--- config.mk ---
export PLATFORM = sky130hd
export DESIGN_NAME = convolutional_encoder_top
export DESIGN_NICKNAME = d
export VERILOG_FILES = /design/src/design/ce_pkg.sv /design/src/design/convolutional_encoder_top.sv /design/src/design/ce_cell.sv /design/src/design/ce_out_buf.sv
export SDC_FILE = /design/constraint.sdc
export NUM_CORES = 1
export LEC_CHECK = 0
export ABC_CLOCK_PERIOD_IN_PS = 2260
export BUFFER_PORTS_ARGS = -buffer_cell sky130_fd_sc_hd__buf_2
export CAP_MARGIN = 20
export CELL_PAD_IN_SITES_DETAIL_PLACEMENT = 0
export CELL_PAD_IN_SITES_GLOBAL_PLACEMENT = 1
export CORE_ASPECT_RATIO = 1.2
export CORE_MARGIN = 1
export CORE_UTILIZATION = 39
export CTS_CLUSTER_DIAMETER = 60
export CTS_CLUSTER_SIZE = 20
export DETAILED_ROUTE_END_ITERATION = 10
export HOLD_SLACK_MARGIN = 0.1
export PLACE_DENSITY_LB_ADDON = 0.1
export RECOVER_POWER = 100
export SYNTH_ARGS = -nofsm -noshare
export SYNTH_HDL_FRONTEND = slang
export SYNTH_SLANG_ARGS = --single-unit
--- constraint.sdc ---
create_clock -name clk -period 2.26 [get_ports clk]
set_input_delay 0.339 -clock clk [delete_from_list [all_inputs] [get_ports clk]]
set_output_delay 0.339 -clock clk [all_outputs]
set_load 0.005 [all_outputs]
--- src/design/ce_pkg.sv ---
// ----------------------------------------------------------------------------
// Convolutional encoder package
// Widths, register indexes, reset values and shared types.
// ----------------------------------------------------------------------------
package ce_pkg;

  localparam int MAX_CONSTRAINT = 9;
  localparam int MAX_RATE       = 3;
  localparam int POLY_W         = 9;
  localparam int CODED_W        = 3;
  localparam int CFG_ADDR_W     = 3;
  localparam int CFG_DATA_W     = 9;
  localparam int TDATA_W        = 8;

  typedef enum logic [CFG_ADDR_W-1:0] {
    REG_CODE_RATE   = 3'd0,
    REG_CONSTRAINT  = 3'd1,
    REG_TAIL_BITING = 3'd2,
    REG_POLY_FIRST  = 3'd3,
    REG_POLY_SECOND = 3'd4,
    REG_POLY_THIRD  = 3'd5
  } cfg_reg_t;

  localparam logic [1:0]        RST_CODE_RATE   = 2'd3;
  localparam logic [3:0]        RST_CONSTRAINT  = 4'd7;
  localparam logic              RST_TAIL_BITING = 1'b1;
  localparam logic [POLY_W-1:0] RST_POLY_FIRST  = 9'd91;
  localparam logic [POLY_W-1:0] RST_POLY_SECOND = 9'd121;
  localparam logic [POLY_W-1:0] RST_POLY_THIRD  = 9'd117;

  typedef struct packed {
    logic shift;
    logic clear;
  } cell_ctrl_t;

  typedef struct packed {
    logic               last;
    logic [CODED_W-1:0] coded;
  } out_item_t;

endpackage

--- src/design/convolutional_encoder_top.sv ---
// ----------------------------------------------------------------------------
// Convolutional encoder top level
// A data transaction's result is registered in the output buffer; preload
// transactions give no result. Throughput: one input bit per cycle while the
// buffer has room; in_tready is low during the zero-tail flush at a frame end.
// Reset: synchronous, clears the shift register, flush counter and output
// buffer and loads the default configuration.
// ----------------------------------------------------------------------------
module convolutional_encoder_top #(
  parameter int MAX_CONSTRAINT = ce_pkg::MAX_CONSTRAINT
) (
  input  logic                          clk,
  input  logic                          rst_n,
  input  logic                          cfg_we,
  input  logic [ce_pkg::CFG_ADDR_W-1:0] cfg_addr,
  input  logic [ce_pkg::CFG_DATA_W-1:0] cfg_wdata,
  input  logic                          in_tvalid,
  output logic                          in_tready,
  input  logic [ce_pkg::TDATA_W-1:0]    in_tdata,   // [0] data_bit, [7:1] zero
  input  logic                          in_tuser,   // [0] mode
  input  logic                          in_tlast,
  output logic                          out_tvalid,
  input  logic                          out_tready,
  output logic [ce_pkg::TDATA_W-1:0]    out_tdata,  // [2:0] coded_bits, [7:3] zero
  output logic                          out_tlast
);

  localparam int         FW   = $clog2(MAX_CONSTRAINT);
  localparam logic [4:0] KMAX = 5'(MAX_CONSTRAINT);

  logic [1:0]                code_rate_r;
  logic [3:0]                constraint_length_r;
  logic                      tail_biting_r;
  logic [ce_pkg::POLY_W-1:0] poly_first_r;
  logic [ce_pkg::POLY_W-1:0] poly_second_r;
  logic [ce_pkg::POLY_W-1:0] poly_third_r;

  logic [FW-1:0] flush_cnt_r;
  logic [FW-1:0] flush_cnt_nxt;
  logic [FW-1:0] flush_len;
  logic [4:0]    k_ext;
  logic [4:0]    k_eff;

  logic                      flushing;
  logic                      buf_full;
  logic                      in_acc;
  logic                      flush_step;
  logic                      push;
  logic                      push_last;
  logic                      shift_bit;
  logic [ce_pkg::MAX_RATE-1:0] rate_mask;
  ce_pkg::cell_ctrl_t        ctrl;
  ce_pkg::out_item_t         push_item;
  ce_pkg::out_item_t         head_item;

  logic [ce_pkg::MAX_RATE-1:0][ce_pkg::POLY_W-1:0] polys;
  logic [MAX_CONSTRAINT-1:0]                       sr_q;
  logic [MAX_CONSTRAINT:0][ce_pkg::MAX_RATE-1:0]   par;

  always_ff @(posedge clk) begin
    if (!rst_n) begin
      code_rate_r         <= ce_pkg::RST_CODE_RATE;
      constraint_length_r <= ce_pkg::RST_CONSTRAINT;
      tail_biting_r       <= ce_pkg::RST_TAIL_BITING;
      poly_first_r        <= ce_pkg::RST_POLY_FIRST;
      poly_second_r       <= ce_pkg::RST_POLY_SECOND;
      poly_third_r        <= ce_pkg::RST_POLY_THIRD;
    end else if (cfg_we) begin
      case (cfg_addr)
        ce_pkg::REG_CODE_RATE:   code_rate_r         <= cfg_wdata[1:0];
        ce_pkg::REG_CONSTRAINT:  constraint_length_r <= cfg_wdata[3:0];
        ce_pkg::REG_TAIL_BITING: tail_biting_r       <= cfg_wdata[0];
        ce_pkg::REG_POLY_FIRST:  poly_first_r        <= cfg_wdata;
        ce_pkg::REG_POLY_SECOND: poly_second_r       <= cfg_wdata;
        ce_pkg::REG_POLY_THIRD:  poly_third_r        <= cfg_wdata;
        default: ;
      endcase
    end
  end

  assign polys[0] = poly_first_r;
  assign polys[1] = poly_second_r;
  assign polys[2] = poly_third_r;

  assign k_ext     = {1'b0, constraint_length_r};
  assign k_eff     = (k_ext > KMAX) ? KMAX : k_ext;
  assign flush_len = (k_eff > 5'd1) ? FW'(k_eff - 5'd1) : '0;

  assign flushing   = (flush_cnt_r != '0);
  assign in_tready  = !flushing && !buf_full;
  assign in_acc     = in_tvalid && in_tready;
  assign flush_step = flushing && !buf_full;
  assign shift_bit  = flushing ? 1'b0 : in_tdata[0];
  assign push       = (in_acc && in_tuser) || flush_step;

  always_comb begin
    if (flush_step) begin
      push_last = (flush_cnt_r == FW'(1));
    end else begin
      push_last = in_tlast && (tail_biting_r || (flush_len == '0));
    end
  end

  assign ctrl.shift = in_acc || flush_step;
  assign ctrl.clear = push && push_last;

  always_comb begin
    flush_cnt_nxt = flush_cnt_r;
    if (in_acc && in_tuser && in_tlast && !tail_biting_r) begin
      flush_cnt_nxt = flush_len;
    end else if (flush_step) begin
      flush_cnt_nxt = flush_cnt_r - FW'(1);
    end
  end

  always_ff @(posedge clk) begin
    if (!rst_n) begin
      flush_cnt_r <= '0;
    end else begin
      flush_cnt_r <= flush_cnt_nxt;
    end
  end

  assign par[0] = '0;

  for (genvar i = 0; i < MAX_CONSTRAINT; i++) begin : g_cell
    logic [ce_pkg::MAX_RATE-1:0] taps;
    logic                        d_in;

    for (genvar j = 0; j < ce_pkg::MAX_RATE; j++) begin : g_tap
      if (i < ce_pkg::POLY_W) begin : g_on
        assign taps[j] = polys[j][i];
      end else begin : g_off
        assign taps[j] = 1'b0;
      end
    end

    if (i == 0) begin : g_head
      assign d_in = shift_bit;
    end else begin : g_link
      assign d_in = sr_q[i-1];
    end

    ce_cell u_cell (
      .clk     (clk),
      .rst_n   (rst_n),
      .ctrl    (ctrl),
      .d_in    (d_in),
      .taps    (taps),
      .par_in  (par[i]),
      .par_out (par[i+1]),
      .q       (sr_q[i])
    );
  end

  always_comb begin
    for (int j = 0; j < ce_pkg::MAX_RATE; j++) begin
      rate_mask[j] = (int'(code_rate_r) > j);
    end
  end

  assign push_item.coded = par[MAX_CONSTRAINT] & rate_mask;
  assign push_item.last  = push_last;

  ce_out_buf u_out_buf (
    .clk        (clk),
    .rst_n      (rst_n),
    .push       (push),
    .push_item  (push_item),
    .pop_ready  (out_tready),
    .head_valid (out_tvalid),
    .head_item  (head_item),
    .full       (buf_full)
  );

  assign out_tdata = {{(ce_pkg::TDATA_W - ce_pkg::CODED_W){1'b0}}, head_item.coded};
  assign out_tlast = head_item.last;

endmodule

--- src/design/ce_cell.sv ---
// ----------------------------------------------------------------------------
// Convolutional encoder cell
// One shift register bit plus its contribution to each parity chain.
// ----------------------------------------------------------------------------
module ce_cell (
  input  logic                        clk,
  input  logic                        rst_n,
  input  ce_pkg::cell_ctrl_t          ctrl,
  input  logic                        d_in,
  input  logic [ce_pkg::MAX_RATE-1:0] taps,
  input  logic [ce_pkg::MAX_RATE-1:0] par_in,
  output logic [ce_pkg::MAX_RATE-1:0] par_out,
  output logic                        q
);

  logic bit_r;
  logic bit_nxt;

  // parity is taken on the value after the shift
  assign par_out = par_in ^ ({ce_pkg::MAX_RATE{d_in}} & taps);
  assign q       = bit_r;

  always_comb begin
    bit_nxt = bit_r;
    if (ctrl.clear) begin
      bit_nxt = 1'b0;
    end else if (ctrl.shift) begin
      bit_nxt = d_in;
    end
  end

  always_ff @(posedge clk) begin
    if (!rst_n) begin
      bit_r <= 1'b0;
    end else begin
      bit_r <= bit_nxt;
    end
  end

endmodule

--- src/design/ce_out_buf.sv ---
// ----------------------------------------------------------------------------
// Convolutional encoder output buffer
// Two-entry skid buffer between the encoder and the result stream.
// ----------------------------------------------------------------------------
module ce_out_buf (
  input  logic              clk,
  input  logic              rst_n,
  input  logic              push,
  input  ce_pkg::out_item_t push_item,
  input  logic              pop_ready,
  output logic              head_valid,
  output ce_pkg::out_item_t head_item,
  output logic              full
);

  logic [1:0]        count_r;
  logic [1:0]        count_nxt;
  ce_pkg::out_item_t head_r;
  ce_pkg::out_item_t slot1_r;
  logic              pop;

  assign head_valid = (count_r != 2'd0);
  assign head_item  = head_r;
  assign full       = (count_r == 2'd2);
  assign pop        = head_valid && pop_ready;

  always_comb begin
    count_nxt = count_r;
    if (push && !pop) begin
      count_nxt = count_r + 2'd1;
    end else if (pop && !push) begin
      count_nxt = count_r - 2'd1;
    end
  end

  always_ff @(posedge clk) begin
    if (!rst_n) begin
      count_r <= 2'd0;
    end else begin
      count_r <= count_nxt;
    end
  end

  always_ff @(posedge clk) begin
    if (pop) begin
      if (count_r == 2'd2) begin
        head_r <= slot1_r;
        if (push) begin
          slot1_r <= push_item;
        end
      end else if (push) begin
        head_r <= push_item;
      end
    end else if (push) begin
      if (count_r == 2'd0) begin
        head_r <= push_item;
      end else begin
        slot1_r <= push_item;
      end
    end
  end

endmodule

Yosys cells after proc, flatten, opt, wreduce, memory -nomap -nowiden --
Index checks and enable logic that the tools add are counted.
Storage, ports and cells: flip-flop bits (word level) 56, bits in latches 0, RAM bits 0, bits in read-only memories 0, output and inout bits 11, memories 0
Cells by class: add/sub/neg operators 4, multiply operators 0, divide/modulo/power cells 0, $lt $le $gt $ge 5, eq/ne operators 9, shift-type cells 0, muxes and demuxes 17, bitwise operators 19, reductions and logical operators 38
Operators with widths (count):
- 2-to-1 mux 4 bit | 13
- bitwise AND 3 bit | 10
- bitwise XOR 3 bit | 8
- AND reduction 2 bit | 6
- nonzero test 2 bit | 6
- logical AND 1 bit | 11
- subtractor 4 x 1 -> 4 bit (second input constant) | 2
- == test 3 x 2 -> 1 bit (second input constant) | 2
- == test 3 bit (second input constant) | 2
- AND reduction 3 bit | 2
- logical NOT 1 bit | 5
- == test 4 x 1 -> 1 bit (second input constant) | 1
- > comparator 2 x 1 -> 1 bit (second input constant) | 2
- > comparator 4 x 1 -> 1 bit (second input constant) | 1
- > comparator 4 bit (second input constant) | 1
- logical NOT 4 bit | 1
- 2-to-1 mux 2 bit | 2
- nonzero test 4 bit | 1
- == test 3 x 1 -> 1 bit (second input constant) | 1
- logical NOT 3 bit | 1
- logical OR 1 bit | 3
- adder 2 x 1 -> 2 bit (second input constant) | 1
- == test 2 bit (second input constant) | 1
- > comparator 2 bit (second input constant) | 1
- 7 further kinds | 8

Logic depth before layout (Yosys ltp) --
word-level depth 15, mapped depth 9

Hierarchy --
Synthesis repeated with hierarchy kept, for this count alone.
Second synthesis, totals: cells, all modules 340, area, all modules 2996.6 sq um
Modules (own cells, without submodules):
- convolutional_encoder_top | instances 1, cells each 225, area an instance 1790.5 sq um
- ce_cell | instances 9, cells each 9, area an instance 80.1 sq um
- ce_out_buf | instances 1, cells each 34, area an instance 485.5 sq um

Least setup slack after synthesis --
Ideal clock, no wire load.
path type flip-flop to flip-flop, from register flush_cnt_r[0], to register u_out_buf.count_r[1], setup time 76 ps, arrival 1956 ps, path slack 229 ps, cell stages (with the launch flop) 9, period minus slack after synthesis 2031 ps, cell sequence dfxtp_1 -> inv_1 -> ha_1 -> or3b_1 -> nand2_1 -> nand2_1 -> ha_1 -> or3_1 -> a21boi_0
On the way: cells in the longest elaborated chain, start to end 9, elaborated cells on any way between the ends 12, classes of those cells mux: 1; reduce/logical: 11
RTL lines:
- start, declared | RTL line convolutional_encoder_top.sv:38 | logic [FW-1:0] flush_cnt_r;
- start signal, assigned | RTL line convolutional_encoder_top.sv:120 | flush_cnt_r <= flush_cnt_nxt;
- nonzero test 4 bit * | RTL line convolutional_encoder_top.sv:89 | assign flushing = (flush_cnt_r != '0);
- logical NOT 1 bit | RTL line convolutional_encoder_top.sv:90 | assign in_tready = !flushing && !buf_full;
- logical AND 1 bit | RTL line convolutional_encoder_top.sv:90
- logical AND 1 bit | RTL line convolutional_encoder_top.sv:91 | assign in_acc = in_tvalid && in_tready;
- logical AND 1 bit | RTL line convolutional_encoder_top.sv:94 | assign push = (in_acc && in_tuser) || flush_step;
- logical OR 1 bit * | RTL line convolutional_encoder_top.sv:94
- logical NOT 1 bit | RTL line ce_out_buf.sv:31 | end else if (pop && !push) begin
- logical AND 1 bit | RTL line ce_out_buf.sv:31
- nonzero test 2 bit (no line)
- end signal, assigned | RTL line ce_out_buf.sv:40 | count_r <= count_nxt;
- end, declared | RTL line ce_out_buf.sv:16 | logic [1:0] count_r;
Mark *: on every way between the ends. The rest lies on a longest branch, timed or not. A chain may end at the register's enable or synchronous reset.

Final worst setup path --
from register flush_cnt_r[0], to register u_out_buf.head_r, in the netlist u_out_buf.head_item[0] (data pin)
On the way: cells in the longest elaborated chain, start to end 15, elaborated cells on any way between the ends 17, classes of those cells mux: 6; bitwise: 10; reduce/logical: 1
RTL lines:
- nonzero test 4 bit * | RTL line convolutional_encoder_top.sv:89
- 2-to-1 mux 1 bit * | RTL line convolutional_encoder_top.sv:93 | assign shift_bit = flushing ? 1'b0 : in_tdata[0];
- bitwise AND 3 bit * | RTL line ce_cell.sv:20 | assign par_out = par_in ^ ({ce_pkg::MAX_RATE{d_in}} & taps);
- bitwise XOR 3 bit * (8 in series) | RTL line ce_cell.sv:20
- bitwise AND 3 bit * | RTL line convolutional_encoder_top.sv:162 | assign push_item.coded = par[MAX_CONSTRAINT] & rate_mask;
- 2-to-1 mux 4 bit, on equally long branches | RTL line ce_out_buf.sv:55, ce_out_buf.sv:51
- 2-to-1 mux 4 bit, on equally long branches | RTL line ce_out_buf.sv:54, ce_out_buf.sv:46
- 2-to-1 mux 4 bit * | RTL line ce_out_buf.sv:45 | if (pop) begin
- end signal, assigned | RTL line ce_out_buf.sv:47 | head_r <= slot1_r;
- end signal, assigned | RTL line ce_out_buf.sv:52 | head_r <= push_item;
- end signal, assigned | RTL line ce_out_buf.sv:56 | head_r <= push_item;
- end, declared | RTL line ce_out_buf.sv:18 | ce_pkg::out_item_t head_r;
Mark *: on every way between the ends. The rest lies on a longest branch, timed or not. The select of a mux whose other input is x is not followed.

==> flow_metrics.env <==
export IMPL_status="completed"
export IMPL_fin_tns_setup_ns=0
export IMPL_avgSynthCellArea_um2=8.616
export IMPL_io_pin_count=38
export IMPL_final_max_slew_viol_count=0
export IMPL_final_area_um2=3110
export IMPL_wl_per_cell_um=13.89
export IMPL_synth_top_flop_cell="dfxtp_1"
export IMPL_dieHeight_um=94.68
export IMPL_synthTopCellsByCount="nand2_1 (100), dfxtp_1 (48), nand3_1 (23)"
export IMPL_hold_class="input pin to flip-flop"
export IMPL_powerDensity_nw_per_um2=946.1
export IMPL_grt_pass1_wl_um=10370
export IMPL_numPlacedInstances=430
export IMPL_clk_pin_slew_worst_paths_ns=0.11
export IMPL_leakage_nw=1.265
export IMPL_cts_buffer_depth=2
export IMPL_place_area_um2=2999
export IMPL_min_period_ns=2.112
export IMPL_yosys_warnings=0
export IMPL_layout_drive_gt1_share=0.1102
export IMPL_setup_viol=0
export IMPL_portBuffers=25
export IMPL_core_um2=6895
export IMPL_critPathCaptureType="flip-flop"
export IMPL_syn_inst=324
export IMPL_p_seq_frac=0.440
export IMPL_yosysMostFrequentCell="nand2_1"
export IMPL_netlist_area_leader_share=0.3442
export IMPL_fin_ws_ns=0.1479
export IMPL_antenna_found_initial=0
export IMPL_numCtsBuffers=5
export IMPL_vias_per_cell=4.896
export IMPL_syn_to_final_growth_pct=11.43
export IMPL_drt_total_wl_um=6126
export IMPL_synth_edf_count=8
export IMPL_fp_dieArea_um2=7501
export IMPL_vias=2159
export IMPL_post_synth_top_area_cell="dfxtp_1"
export IMPL_rows=33
export IMPL_instances_no_fill=441
export IMPL_drtPass1Iterations=4
export IMPL_yosysSeqAreaShare=0.4303
export IMPL_grt_max_degree=37
export IMPL_synthTopCellsByArea="dfxtp_1 (34%), nand2_1 (13%), edfxtp_1 (8.6%)"
export IMPL_place_ws_ns=0.1342
export IMPL_tritoncts="built"
export IMPL_clockPowerShare=0.192
export IMPL_routabilityCongestion=0.7677
export IMPL_clock_skew_ns=0.01226
export IMPL_worstSetupPathType="flip-flop to flip-flop"
export IMPL_maxCapViolations=0
export IMPL_worstMarginPinSlew_ns=0.6730
export IMPL_syn_cell_area_um2=2791
export IMPL_die_w_um=79.23
export IMPL_slew_headroom=0.5513
export IMPL_antenna_cells=0
export IMPL_cp_start_kind="flip-flop"
export IMPL_grt_pass1_vias=2073
export IMPL_cts_sinks=56
export IMPL_ys_ff_latch=56
export IMPL_hold_viol_final=0
export IMPL_grt_usage=0.1828
export IMPL_p_sw_frac=0.3371
export IMPL_p_comb_frac=0.368
export IMPL_fin_crit_sh=0.9346
export IMPL_critPathRequiredTime_ns=2.32
export IMPL_clkLatencyLatePin_ns=0.31
export IMPL_fin_util=0.4511
export IMPL_htreeDepth=2
export IMPL_fmax_mhz=473.5
export IMPL_root_buffer="clkbuf_8"
export IMPL_dpl_hpwl_um=4497
export IMPL_num_fill_cells=711
export IMPL_cp_data_arrival_time_ns=2.17
export IMPL_drc=0
export IMPL_vdd_drop_max_v=0.0003805
export IMPL_initial_core_util=0.4048
export IMPL_synthDistinctLibCells=48
export IMPL_first_iter_violations=102
export IMPL_async_flop_share=0
export IMPL_p_sw_w=0.0009921
export IMPL_fin_nets=385
export IMPL_cp_max_fo=3
export IMPL_ant_nets=0
export IMPL_p_int_w=0.001951
export IMPL_gr_total_overflow=0
state kept, by name, summed over array words and instances, names as in the netlist, 4 cells and up:
register             flops
flush_cnt_r              4
g_cell.u_cell.q          8
u_out_buf.head_item      4
poly_first_r             9
poly_third_r             9
poly_second_r            9
u_out_buf.slot1_r        4
constraint_length_r      4
through the flow:
step	hold slack [ns]	total power [W]
floorplan	0.4351	0.002057
global placement	0.4470	0.002339
detailed placement	0.4470	0.002351
CTS	0.2551	0.002920
global route	0.2727	0.003172
finish	0.2638	0.002943
per-layer routing:
metal  track usage  vias up  wire (µm)
met5             0        -          0
met1        0.2533      978       3187
li1              -     1142          -
met3       0.02995        4        149
met4       0.05909        0         71
met2        0.2888       35       2718
power by group through the flow:
stage / Clock [W] / Sequential, W / Combinational (W)
finish: 0.000564 / 0.00129 / 0.00108
floorplan: 0 / 0.00130 / 0.000756
detailed placement: 0 / 0.00132 / 0.00103
global placement: 0 / 0.00131 / 0.00102
global route: 0.000633 / 0.00131 / 0.00122
CTS: 0.000589 / 0.00129 / 0.00104
worst max-delay path, cell delays in order, from the launching register on:
cell     delay (ns)
dfxtp_1        0.37
inv_1          0.09
ha_1           0.23
nor3b_4        0.16
buf_4          0.15
nand3_1        0.08
xnor3_1        0.39
xnor2_1        0.28
o31ai_1        0.12
kinds of logic after synthesis:
family	Yosys count	share of synthesized area
mux	14	0.05020
flops	56	0.4303
fa+ha+maj	5	0.02241
xor+xnor	25	0.09323
compound gates	37	0.09547
buf+inv	18	0.03093
other cells	1	0.001343
simple gates	168	0.2761
repair_timing:
item	in CTS	in global routing
resized for setup	0	4
setup buffers	0	3
endpoints found under the setup margin	0	9
hold buffers	0	0
area by class of cell:
class | instances | area [µm²] | share of cell area
sequential | 56 | 1201 | 0.3862
timing repair buffer | 32 | 163.9 | 0.05270
tap | 87 | 108.9 | 0.03500
clock inverter | 3 | 22.52 | 0.007241
multi-input combinational | 254 | 1530 | 0.4920
inverter | 4 | 15.01 | 0.004827
clock buffer | 5 | 68.82 | 0.02212
cells in the final DEF, fill, tap and decap left out, types with 2 or more instances in the layout:
| master | netlist | layout |
|---|---|---|
| nand2_1 | 100 | 100 |
| dfxtp_1 | 48 | 48 |
| nand3_1 | 23 | 23 |
| buf_2 | 0 | 20 |
| nor2_1 | 19 | 19 |
| xnor2_1 | 18 | 18 |
| mux2i_1 | 14 | 14 |
| a21boi_0 | 9 | 12 |
| edfxtp_1 | 8 | 8 |
| clkbuf_1 | 9 | 7 |
| o21ai_0 | 5 | 6 |
| ha_1 | 5 | 5 |
| conb_1 | 1 | 5 |
| clkbuf_8 | 0 | 5 |
| buf_4 | 5 | 5 |
| inv_1 | 4 | 4 |
| xor2_1 | 4 | 4 |
| nor2b_1 | 4 | 4 |
| xnor3_1 | 3 | 3 |
| nand2b_1 | 3 | 3 |
| o211ai_1 | 3 | 3 |
| a21boi_1 | 6 | 3 |
| a21oi_1 | 2 | 2 |
| o31ai_1 | 2 | 2 |
| a211o_1 | 2 | 2 |
worst paths after layout:
kind               startpoint                endpoint  slack (ns)  depth (start not counted)
min reg2reg  poly_second_r[1]        poly_second_r[1]        0.46                          2
max reg2reg    flush_cnt_r[0]  u_out_buf.head_item[0]        0.15                          8
max            flush_cnt_r[0]  u_out_buf.head_item[0]        0.15                          8
min              cfg_wdata[5]        poly_second_r[5]        0.26                          3
Power figures use the tool's default switching activity.
